===== src/rtl/tscrv_pkg.sv =====
// shared types, constants and helper functions for the tagged slot cache
// depends on nothing; imported by every module of the block
`default_nettype none

package tscrv_pkg;

    // cache geometry
    localparam int SLOT_COUNT = 16;
    localparam int TAG_WIDTH  = 16;
    localparam int IDX_W      = $clog2(SLOT_COUNT);
    localparam logic [IDX_W-1:0] LAST_IDX = IDX_W'(SLOT_COUNT - 1);

    // request mode codes
    localparam logic [1:0] MODE_LOOKUP = 2'd0;
    localparam logic [1:0] MODE_ALLOC  = 2'd1;
    localparam logic [1:0] MODE_DEACT  = 2'd2;

    // controller states
    typedef enum logic [1:0] {
        ST_IDLE,
        ST_LOOKUP,
        ST_ALLOC,
        ST_FINISH
    } ctrl_state_t;

    // outcome of a request, recorded during the scan
    typedef enum logic [1:0] {
        RES_NONE,
        RES_HIT,
        RES_ALLOC,
        RES_FULL
    } res_kind_t;

    // controller to datapath
    typedef struct packed {
        logic      load_req;
        logic      advance;
        logic      start_alloc;
        logic      kind_we;
        res_kind_t kind;
        logic      commit;
    } tscrv_cmd_t;

    // datapath to controller
    typedef struct packed {
        logic [1:0] mode;
        logic       match;
        logic       free;
        logic       last;
        logic       out_free;
    } tscrv_stat_t;

    // sign-extend a 16-bit coordinate, keep TAG_WIDTH bits
    function automatic logic [TAG_WIDTH-1:0] make_tag(input logic signed [15:0] v);
        logic signed [31:0] ext;
        ext = 32'(v);
        return ext[TAG_WIDTH-1:0];
    endfunction

    // low 16 bits of a stored tag, zero-extended when the tag is narrower
    function automatic logic [15:0] tag_low16(input logic [TAG_WIDTH-1:0] t);
        logic [31:0] z;
        z = 32'(t);
        return z[15:0];
    endfunction

    // slot index as the 4-bit result code
    function automatic logic [3:0] slot_code(input logic [IDX_W-1:0] i);
        logic [IDX_W+3:0] z;
        z = (IDX_W + 4)'(i);
        return z[3:0];
    endfunction

    // next slot index with wraparound
    function automatic logic [IDX_W-1:0] next_idx(input logic [IDX_W-1:0] i);
        return (i == LAST_IDX) ? '0 : i + 1'b1;
    endfunction

endpackage

`default_nettype wire


===== src/rtl/tscrv_ctrl.sv =====
// controller state machine: sequences lookup scan, victim scan and commit
// depends on tscrv_pkg; drives the datapath through tscrv_cmd_t
`default_nettype none

module tscrv_ctrl import tscrv_pkg::*; (
    input  wire logic        aclk,
    input  wire logic        aresetn,
    input  wire logic        s_valid,
    input  wire logic [1:0]  s_mode,
    output logic             s_ready,
    input  wire tscrv_stat_t stat,
    output tscrv_cmd_t       cmd
);

    ctrl_state_t state_reg;
    ctrl_state_t state_next;

    // state register
    always_ff @(posedge aclk) begin
        if (!aresetn) begin
            state_reg <= ST_IDLE;
        end else begin
            state_reg <= state_next;
        end
    end

    // next state
    always_comb begin
        state_next = state_reg;
        case (state_reg)
            ST_IDLE: begin
                if (s_valid) begin
                    if (s_mode inside {MODE_LOOKUP, MODE_ALLOC}) begin
                        state_next = ST_LOOKUP;
                    end else begin
                        state_next = ST_FINISH;
                    end
                end
            end
            ST_LOOKUP: begin
                if (stat.match) begin
                    state_next = ST_FINISH;
                end else if (stat.last) begin
                    state_next = (stat.mode == MODE_ALLOC) ? ST_ALLOC : ST_FINISH;
                end
            end
            ST_ALLOC: begin
                if (stat.free || stat.last) begin
                    state_next = ST_FINISH;
                end
            end
            ST_FINISH: begin
                if (stat.out_free) begin
                    state_next = ST_IDLE;
                end
            end
            default: state_next = ST_IDLE;
        endcase
    end

    // outputs
    always_comb begin
        s_ready         = 1'b0;
        cmd.load_req    = 1'b0;
        cmd.advance     = 1'b0;
        cmd.start_alloc = 1'b0;
        cmd.kind_we     = 1'b0;
        cmd.kind        = RES_NONE;
        cmd.commit      = 1'b0;
        case (state_reg)
            ST_IDLE: begin
                s_ready      = 1'b1;
                cmd.load_req = s_valid;
            end
            ST_LOOKUP: begin
                if (stat.match) begin
                    cmd.kind_we = 1'b1;
                    cmd.kind    = RES_HIT;
                end else if (stat.last) begin
                    cmd.start_alloc = (stat.mode == MODE_ALLOC);
                end else begin
                    cmd.advance = 1'b1;
                end
            end
            ST_ALLOC: begin
                if (stat.free) begin
                    cmd.kind_we = 1'b1;
                    cmd.kind    = RES_ALLOC;
                end else if (stat.last) begin
                    cmd.kind_we = 1'b1;
                    cmd.kind    = RES_FULL;
                end else begin
                    cmd.advance = 1'b1;
                end
            end
            ST_FINISH: begin
                cmd.commit = stat.out_free;
            end
            default: begin
                s_ready = 1'b0;
            end
        endcase
    end

endmodule

`default_nettype wire


===== src/rtl/tscrv_dpath.sv =====
// datapath: slot tags and flags, scan index, victim pointer, result register
// depends on tscrv_pkg; controlled by tscrv_ctrl through tscrv_cmd_t
`default_nettype none

module tscrv_dpath import tscrv_pkg::*; (
    input  wire logic               aclk,
    input  wire logic               aresetn,
    input  wire logic [1:0]         s_mode,
    input  wire logic signed [15:0] s_tag_x,
    input  wire logic signed [15:0] s_tag_y,
    input  wire logic [3:0]         s_target_slot,
    input  wire tscrv_cmd_t         cmd,
    output tscrv_stat_t             stat,
    output logic                    m_valid,
    input  wire logic               m_ready,
    output logic                    m_hit,
    output logic [3:0]              m_slot_out,
    output logic                    m_allocated,
    output logic                    m_evicted,
    output logic signed [15:0]      m_evict_x,
    output logic signed [15:0]      m_evict_y,
    output logic                    m_full_res
);

    // slot storage
    logic [TAG_WIDTH-1:0]  tag_x_reg [SLOT_COUNT];
    logic [TAG_WIDTH-1:0]  tag_y_reg [SLOT_COUNT];
    logic [SLOT_COUNT-1:0] loaded_reg;
    logic [SLOT_COUNT-1:0] active_reg;
    logic [IDX_W-1:0]      ptr_reg;

    // latched request
    logic [1:0]           req_mode_reg;
    logic [TAG_WIDTH-1:0] req_x_reg;
    logic [TAG_WIDTH-1:0] req_y_reg;
    logic [3:0]           req_target_reg;

    // scan state
    logic [IDX_W-1:0] idx_reg;
    logic [IDX_W-1:0] cnt_reg;
    res_kind_t        kind_reg;

    // result register
    logic              m_valid_reg;
    logic              hit_reg;
    logic [3:0]        slot_reg;
    logic              alloc_reg;
    logic              evict_reg;
    logic signed [15:0] evict_x_reg;
    logic signed [15:0] evict_y_reg;
    logic              full_reg;

    logic [TAG_WIDTH-1:0] cur_x;
    logic [TAG_WIDTH-1:0] cur_y;
    logic [31:0]          target_wide;
    logic [IDX_W-1:0]     target_idx;
    logic                 target_ok;

    // current slot under the scan
    assign cur_x       = tag_x_reg[idx_reg];
    assign cur_y       = tag_y_reg[idx_reg];
    assign target_wide = 32'(req_target_reg);
    assign target_idx  = target_wide[IDX_W-1:0];
    assign target_ok   = (target_wide < SLOT_COUNT);

    // status to the controller
    always_comb begin
        stat.mode     = req_mode_reg;
        stat.match    = loaded_reg[idx_reg] && (cur_x == req_x_reg) && (cur_y == req_y_reg);
        stat.free     = !active_reg[idx_reg];
        stat.last     = (cnt_reg == LAST_IDX);
        stat.out_free = !m_valid_reg || m_ready;
    end

    // request capture and scan index
    always_ff @(posedge aclk) begin
        if (!aresetn) begin
            kind_reg <= RES_NONE;
        end else begin
            if (cmd.load_req) begin
                kind_reg <= RES_NONE;
            end else if (cmd.kind_we) begin
                kind_reg <= cmd.kind;
            end
        end
        if (cmd.load_req) begin
            req_mode_reg   <= s_mode;
            req_x_reg      <= make_tag(s_tag_x);
            req_y_reg      <= make_tag(s_tag_y);
            req_target_reg <= s_target_slot;
            idx_reg        <= '0;
            cnt_reg        <= '0;
        end else if (cmd.start_alloc) begin
            idx_reg <= ptr_reg;
            cnt_reg <= '0;
        end else if (cmd.advance) begin
            idx_reg <= next_idx(idx_reg);
            cnt_reg <= cnt_reg + 1'b1;
        end
    end

    // slot flags and victim pointer
    always_ff @(posedge aclk) begin
        if (!aresetn) begin
            loaded_reg <= '0;
            active_reg <= '0;
            ptr_reg    <= '0;
        end else if (cmd.commit) begin
            if (req_mode_reg == MODE_DEACT) begin
                if (target_ok) begin
                    active_reg[target_idx] <= 1'b0;
                end
            end else begin
                case (kind_reg)
                    RES_HIT: begin
                        active_reg[idx_reg] <= 1'b1;
                    end
                    RES_ALLOC: begin
                        active_reg[idx_reg] <= 1'b1;
                        loaded_reg[idx_reg] <= 1'b1;
                        ptr_reg             <= idx_reg;
                    end
                    default: begin
                        ptr_reg <= ptr_reg;
                    end
                endcase
            end
        end
    end

    // tag write on allocation
    always_ff @(posedge aclk) begin
        if (cmd.commit && (req_mode_reg != MODE_DEACT) && (kind_reg == RES_ALLOC)) begin
            tag_x_reg[idx_reg] <= req_x_reg;
            tag_y_reg[idx_reg] <= req_y_reg;
        end
    end

    // result register
    always_ff @(posedge aclk) begin
        if (!aresetn) begin
            m_valid_reg <= 1'b0;
        end else if (cmd.commit) begin
            m_valid_reg <= 1'b1;
        end else if (m_ready) begin
            m_valid_reg <= 1'b0;
        end
        if (cmd.commit) begin
            hit_reg     <= 1'b0;
            slot_reg    <= '0;
            alloc_reg   <= 1'b0;
            evict_reg   <= 1'b0;
            evict_x_reg <= '0;
            evict_y_reg <= '0;
            full_reg    <= 1'b0;
            if (req_mode_reg != MODE_DEACT) begin
                case (kind_reg)
                    RES_HIT: begin
                        hit_reg  <= 1'b1;
                        slot_reg <= slot_code(idx_reg);
                    end
                    RES_ALLOC: begin
                        slot_reg  <= slot_code(idx_reg);
                        alloc_reg <= 1'b1;
                        if (loaded_reg[idx_reg]) begin
                            evict_reg   <= 1'b1;
                            evict_x_reg <= tag_low16(cur_x);
                            evict_y_reg <= tag_low16(cur_y);
                        end
                    end
                    RES_FULL: begin
                        full_reg <= 1'b1;
                    end
                    default: begin
                        hit_reg <= 1'b0;
                    end
                endcase
            end
        end
    end

    assign m_valid     = m_valid_reg;
    assign m_hit       = hit_reg;
    assign m_slot_out  = slot_reg;
    assign m_allocated = alloc_reg;
    assign m_evicted   = evict_reg;
    assign m_evict_x   = evict_x_reg;
    assign m_evict_y   = evict_y_reg;
    assign m_full_res  = full_reg;

endmodule

`default_nettype wire


===== src/rtl/tagged_slot_cache_rotating_victim_core.sv =====
// top level of the tagged slot cache with rotating victim search
// depends on tscrv_pkg, tscrv_ctrl and tscrv_dpath
//
//  channel   direction  handshake          payload
//  s_        in         s_valid / s_ready  mode, tag_x, tag_y, target_slot
//  m_        out        m_valid / m_ready  hit, slot_out, allocated, evicted,
//                                          evict_x, evict_y, full_res
//
// one request at a time: accept, then a lookup scan of one slot per
// cycle (stops at the first hit), then for a missed allocate request a victim
// scan of one slot per cycle from the pointer, then commit; a single compare
// unit steps over the slots.
// deactivate and unused mode skip both scans and go straight to commit.
// reset clears loaded and active flags and the pointer at once.
// commit waits while a previous result sits unaccepted in the output register.
`default_nettype none

module tagged_slot_cache_rotating_victim_core import tscrv_pkg::*; (
    input  wire logic               aclk,
    input  wire logic               aresetn,
    input  wire logic               s_valid,
    output logic                    s_ready,
    input  wire logic [1:0]         s_mode,
    input  wire logic signed [15:0] s_tag_x,
    input  wire logic signed [15:0] s_tag_y,
    input  wire logic [3:0]         s_target_slot,
    output logic                    m_valid,
    input  wire logic               m_ready,
    output logic                    m_hit,
    output logic [3:0]              m_slot_out,
    output logic                    m_allocated,
    output logic                    m_evicted,
    output logic signed [15:0]      m_evict_x,
    output logic signed [15:0]      m_evict_y,
    output logic                    m_full_res
);

    tscrv_cmd_t  cmd;
    tscrv_stat_t stat;

    // sequencer
    tscrv_ctrl u_ctrl (
        .aclk    (aclk),
        .aresetn (aresetn),
        .s_valid (s_valid),
        .s_mode  (s_mode),
        .s_ready (s_ready),
        .stat    (stat),
        .cmd     (cmd)
    );

    // slot storage and result register
    tscrv_dpath u_dpath (
        .aclk          (aclk),
        .aresetn       (aresetn),
        .s_mode        (s_mode),
        .s_tag_x       (s_tag_x),
        .s_tag_y       (s_tag_y),
        .s_target_slot (s_target_slot),
        .cmd           (cmd),
        .stat          (stat),
        .m_valid       (m_valid),
        .m_ready       (m_ready),
        .m_hit         (m_hit),
        .m_slot_out    (m_slot_out),
        .m_allocated   (m_allocated),
        .m_evicted     (m_evicted),
        .m_evict_x     (m_evict_x),
        .m_evict_y     (m_evict_y),
        .m_full_res    (m_full_res)
    );

    // commit only into a free output register
    a_commit_free: assert property (@(posedge aclk) disable iff (!aresetn)
        cmd.commit |-> (!m_valid || m_ready))
        else $error("commit while result register busy");

    // a commit always presents a result next cycle
    a_commit_valid: assert property (@(posedge aclk) disable iff (!aresetn)
        cmd.commit |=> m_valid)
        else $error("commit did not produce a result");

    // full excludes every other outcome
    a_full_alone: assert property (@(posedge aclk) disable iff (!aresetn)
        (m_valid && m_full_res) |-> (!m_hit && !m_allocated && !m_evicted))
        else $error("full reported together with another outcome");

    // eviction only with allocation, never with a hit
    a_evict_alloc: assert property (@(posedge aclk) disable iff (!aresetn)
        m_valid |-> ((!m_evicted || m_allocated) && !(m_hit && m_allocated)))
        else $error("inconsistent hit and allocation flags");

endmodule

`default_nettype wire


===== config.mk =====
export PLATFORM = sky130hd
export DESIGN_NAME = tagged_slot_cache_rotating_victim_core
export DESIGN_NICKNAME = d
export VERILOG_FILES = /design/src/rtl/tscrv_pkg.sv /design/src/rtl/tscrv_ctrl.sv /design/src/rtl/tscrv_dpath.sv /design/src/rtl/tagged_slot_cache_rotating_victim_core.sv
export SDC_FILE = /design/constraint.sdc
export NUM_CORES = 1
export LEC_CHECK = 0
export BUFFER_PORTS_ARGS = -buffer_cell sky130_fd_sc_hd__buf_4
export CAP_MARGIN = 20
export CORE_AREA = 2 2 210 212
export CTS_BUF_LIST = sky130_fd_sc_hd__clkbuf_16
export CTS_CLUSTER_SIZE = 10
export DETAILED_ROUTE_END_ITERATION = 10
export DIE_AREA = 0 0 212 214
export PLACE_DENSITY_LB_ADDON = 0.15
export SYNTH_ARGS = -nofsm -noshare
export SYNTH_HDL_FRONTEND = slang
export SYNTH_SLANG_ARGS = --single-unit

===== constraint.sdc =====
create_clock -name aclk -period 16 [get_ports aclk]
set_input_delay 3.2 -clock aclk [delete_from_list [all_inputs] [get_ports aclk]]
set_output_delay 3.2 -clock aclk [all_outputs]
set_load 0.1 [all_outputs]

==> impl_metrics.csv <==
group,metric,value,unit
outcome,status,"completed",
global_route,grt_max_degree,117,
synth,syn_nets,1486,
job,maxCapViolCount,0,
placement,dp.cells,2062,
placement,place_congestion,0.7955,
worst_setup_path,cp_common_cell,"mux2_2",
floorplan,core_area,42890,um^2
synth,yosysUniqueCellTypes,64,
worst_setup_path,critPathArrivalTime,6.14,ns
power_and_ir_drop,leakagePower,9.405,nW
timing,tightest_slew,1.154,ns
final_layout,area_growth,13.31,%
synth,synth-seq-area-share,73.38,%
final_layout,diodes,0,
synth,synth_cells,1432,
timing,rsz0062_at_grt,"no",
timing,setup_viol,0,
drt,drtPass1Iterations,5,
synth,synth_edf_count,590,
floorplan,die_y,214,um
worst_setup_path,startpoint_type,"flop",
timing,hold_violations,0,
global_route,grt_pass1_vias,13941,
timing,period_needed,5.674,ns
clock_tree,cts_max_level,3,
synth,synthArstFlopShare,0,%
clock_tree,clk_latency,0.59,ns
power_and_ir_drop,ir_drop,0.0001038,V
timing,fin_skew,0.01706,ns
floorplan,start_util,59.67,%
worst_setup_path,endpoint_kind,"flop",
drt,drtIter0Drc,1576,
timing,setup_tns,0,ns
floorplan,ios,84,
final_layout,finalNonFillerCells,2157,
clock_tree,cts_max_path_buffers,3,
placement,placement.io_buffers,83,
drt,wirelength,59690,um
synth,ys_ff_latch,643,
synth,yosys_warnings,0,
global_route,grt_pass1_wl,88600,um
worst_setup_path,crit_path_top_delay_cell,"dfxtp_4",
clock_tree,cts_buffers,74,
worst_setup_path,path_cells,"buf_12 > mux2_2 > o22ai_1 > a221oi_1 > mux2_2 > a2111oi_0 > nand4_1 > nor4_2 > o21ai_1 > a211o_1 > o2111a_1",
clock_tree,cts_sinks,643,
worst_setup_path,worstSetupPathType,"flop to flop",
synth,syn-cell-area,25590,um^2
placement,hpwl,34710,um
synth,syn_avg_cell_area,17.87,um^2
timing,clock.fmax,176.3,MHz
placement,place_area,26960,um^2
hold_path,hold_class,"flop to flop",
global_route,grt.overflow.total,0,
drt,viasPerCell,6.408,
drt,routedWlPerCell,27.67,um
drt,vias,13822,
final_layout,drive_above_1_share,22.52,%
worst_setup_path,max_stage_delay,0.92,ns
drt,drc,0,
global_route,grt_use_total,26.94,%
clock_tree,cts_root_buf,"clkbuf_16",
clock_tree,cts_tree,"yes",
worst_setup_path,path_max_fanout,116,
floorplan,rows,76,
clock_tree,cts_resized,0,
clock_tree,clk_pin_slew,0.06,ns
clock_tree,holdBufCountCts,0,
worst_setup_path,cp.required,16.46,ns
timing,max-slew-margin-rel,23.06,%
floorplan,dieArea,45370,um^2
power_and_ir_drop,cellPowerDensity,145.4,nW/um^2
clock_tree,cts_setup_buffers,0,
final_layout,fin_area,29000,um^2
drt,ant_nets,0,
global_route,grt_antenna_before_repair,0,
timing,fin_crit_sh,35.46,%
floorplan,die_w,212,um
synth,synth_ff_type,"edfxtp_1",
timing,slew_viol_final,0,
final_layout,final_nets,1607,
## critical path: cells and delay by family, from the launching register on
kind / cells / cell delay [ns]
AOI/OAI and AO/OA: 6 / 2.00
buffers and inverters: 1 / 0.52
DFF: 1 / 0.92
muxes: 2 / 0.80
and+or+nand+nor: 2 / 0.99
## placed cells by master, fill, tap and decap left out, drive strengths merged, types with 14 or more instances in the layout
cell type and n:
nor3 16, o22ai 15, a22oi 22, a21oi 34, a221oi 16, nor2 111, xor2 14, inv 39
nor2b 20, xnor2 15, o21ai 34, buf 113, nand2 33, clkbuf 78, dfxtp 53, nand3 17
mux4 102, edfxtp 590, mux2i 78, a211oi 19, mux2 30
## synthesized netlist by cell type, drive strengths merged (6+ instances only)
master,instances,share of area [%]
and3,10,0.24
nor3,16,0.31
ha,12,0.59
o21ai,34,0.66
inv,23,0.34
a2111oi,6,0.23
and2,13,0.32
dfxtp,53,4.1
mux4,102,9.0
a211oi,19,0.56
nand2b,8,0.20
nand3,17,0.33
clkbuf,27,0.40
nor2,111,1.6
nand2,33,0.48
xnor2,15,0.51
mux2,30,1.3
xor2,14,0.48
buf,41,1.0
a22oi,22,0.65
or3,6,0.15
a21oi,34,0.66
a22o,12,0.41
mux2i,78,3.1
edfxtp,590,69
nor2b,20,0.49
a221oi,16,0.55
o22ai,15,0.37
## per-stage QoR
step	hold slack [ns]	worst slack, ns	total power, mW	util, %
final	0.4724	10.33	4.216	67.61
after global routing	0.4990	9.966	4.358	67.61
after floorplan	0.4348	8.362	2.590	-
after global placement	0.4454	10.02	2.772	62.81
after detailed placement	0.4613	9.906	2.788	62.87
after CTS	0.4722	10.26	4.244	67.61
## routing by layer
layer,part of all wire [%],vias to the layer above,track usage [%]
li1,-,5943,-
met1,40,7150,38.88
met2,49,602,42.90
met3,8.0,127,4.149
met4,2.7,0,8.498
met5,0,-,0
## path summary, 6_finish.rpt
path / cells past startpoint / startpoint / endpoint / slack [ns]
worst min register to register: 2 / u_dpath.loaded_reg[5] / u_dpath.loaded_reg[5] / 0.47
worst min-delay path: 2 / u_dpath.loaded_reg[5] / u_dpath.loaded_reg[5] / 0.47
worst max register to register: 11 / flop / flop / 10.33
worst max-delay path: 11 / flop / flop / 10.33
## layout make-up
type | count | area (um^2)
clock buffer | 78 | 1952
clock inverter | 17 | 81.33
fill | 2784 | 13890
inverter | 25 | 93.84
multi-input combinational | 696 | 6469
sequential | 643 | 18790
tap | 585 | 732.0
timing repair buffer | 113 | 880.8
## power by group
group	switching (mW)	leakage (nW)	internal, mW
Clock	0.606	1.05	0.858
Sequential	0.130	5.77	1.95
Combinational	0.395	2.58	0.274
Total	1.13	9.41	3.08
## kinds of logic after synthesis
logic type / after synthesis / share of synthesized area, %
flops: 643 / 73.38
simple gates: 256 / 4.777
mux: 210 / 13.35
compound gates: 189 / 5.144
buf+inv: 93 / 1.775
xor+xnor: 29 / 0.9925
fa+ha+maj: 12 / 0.5867
(Power assumes the default switching activity.)
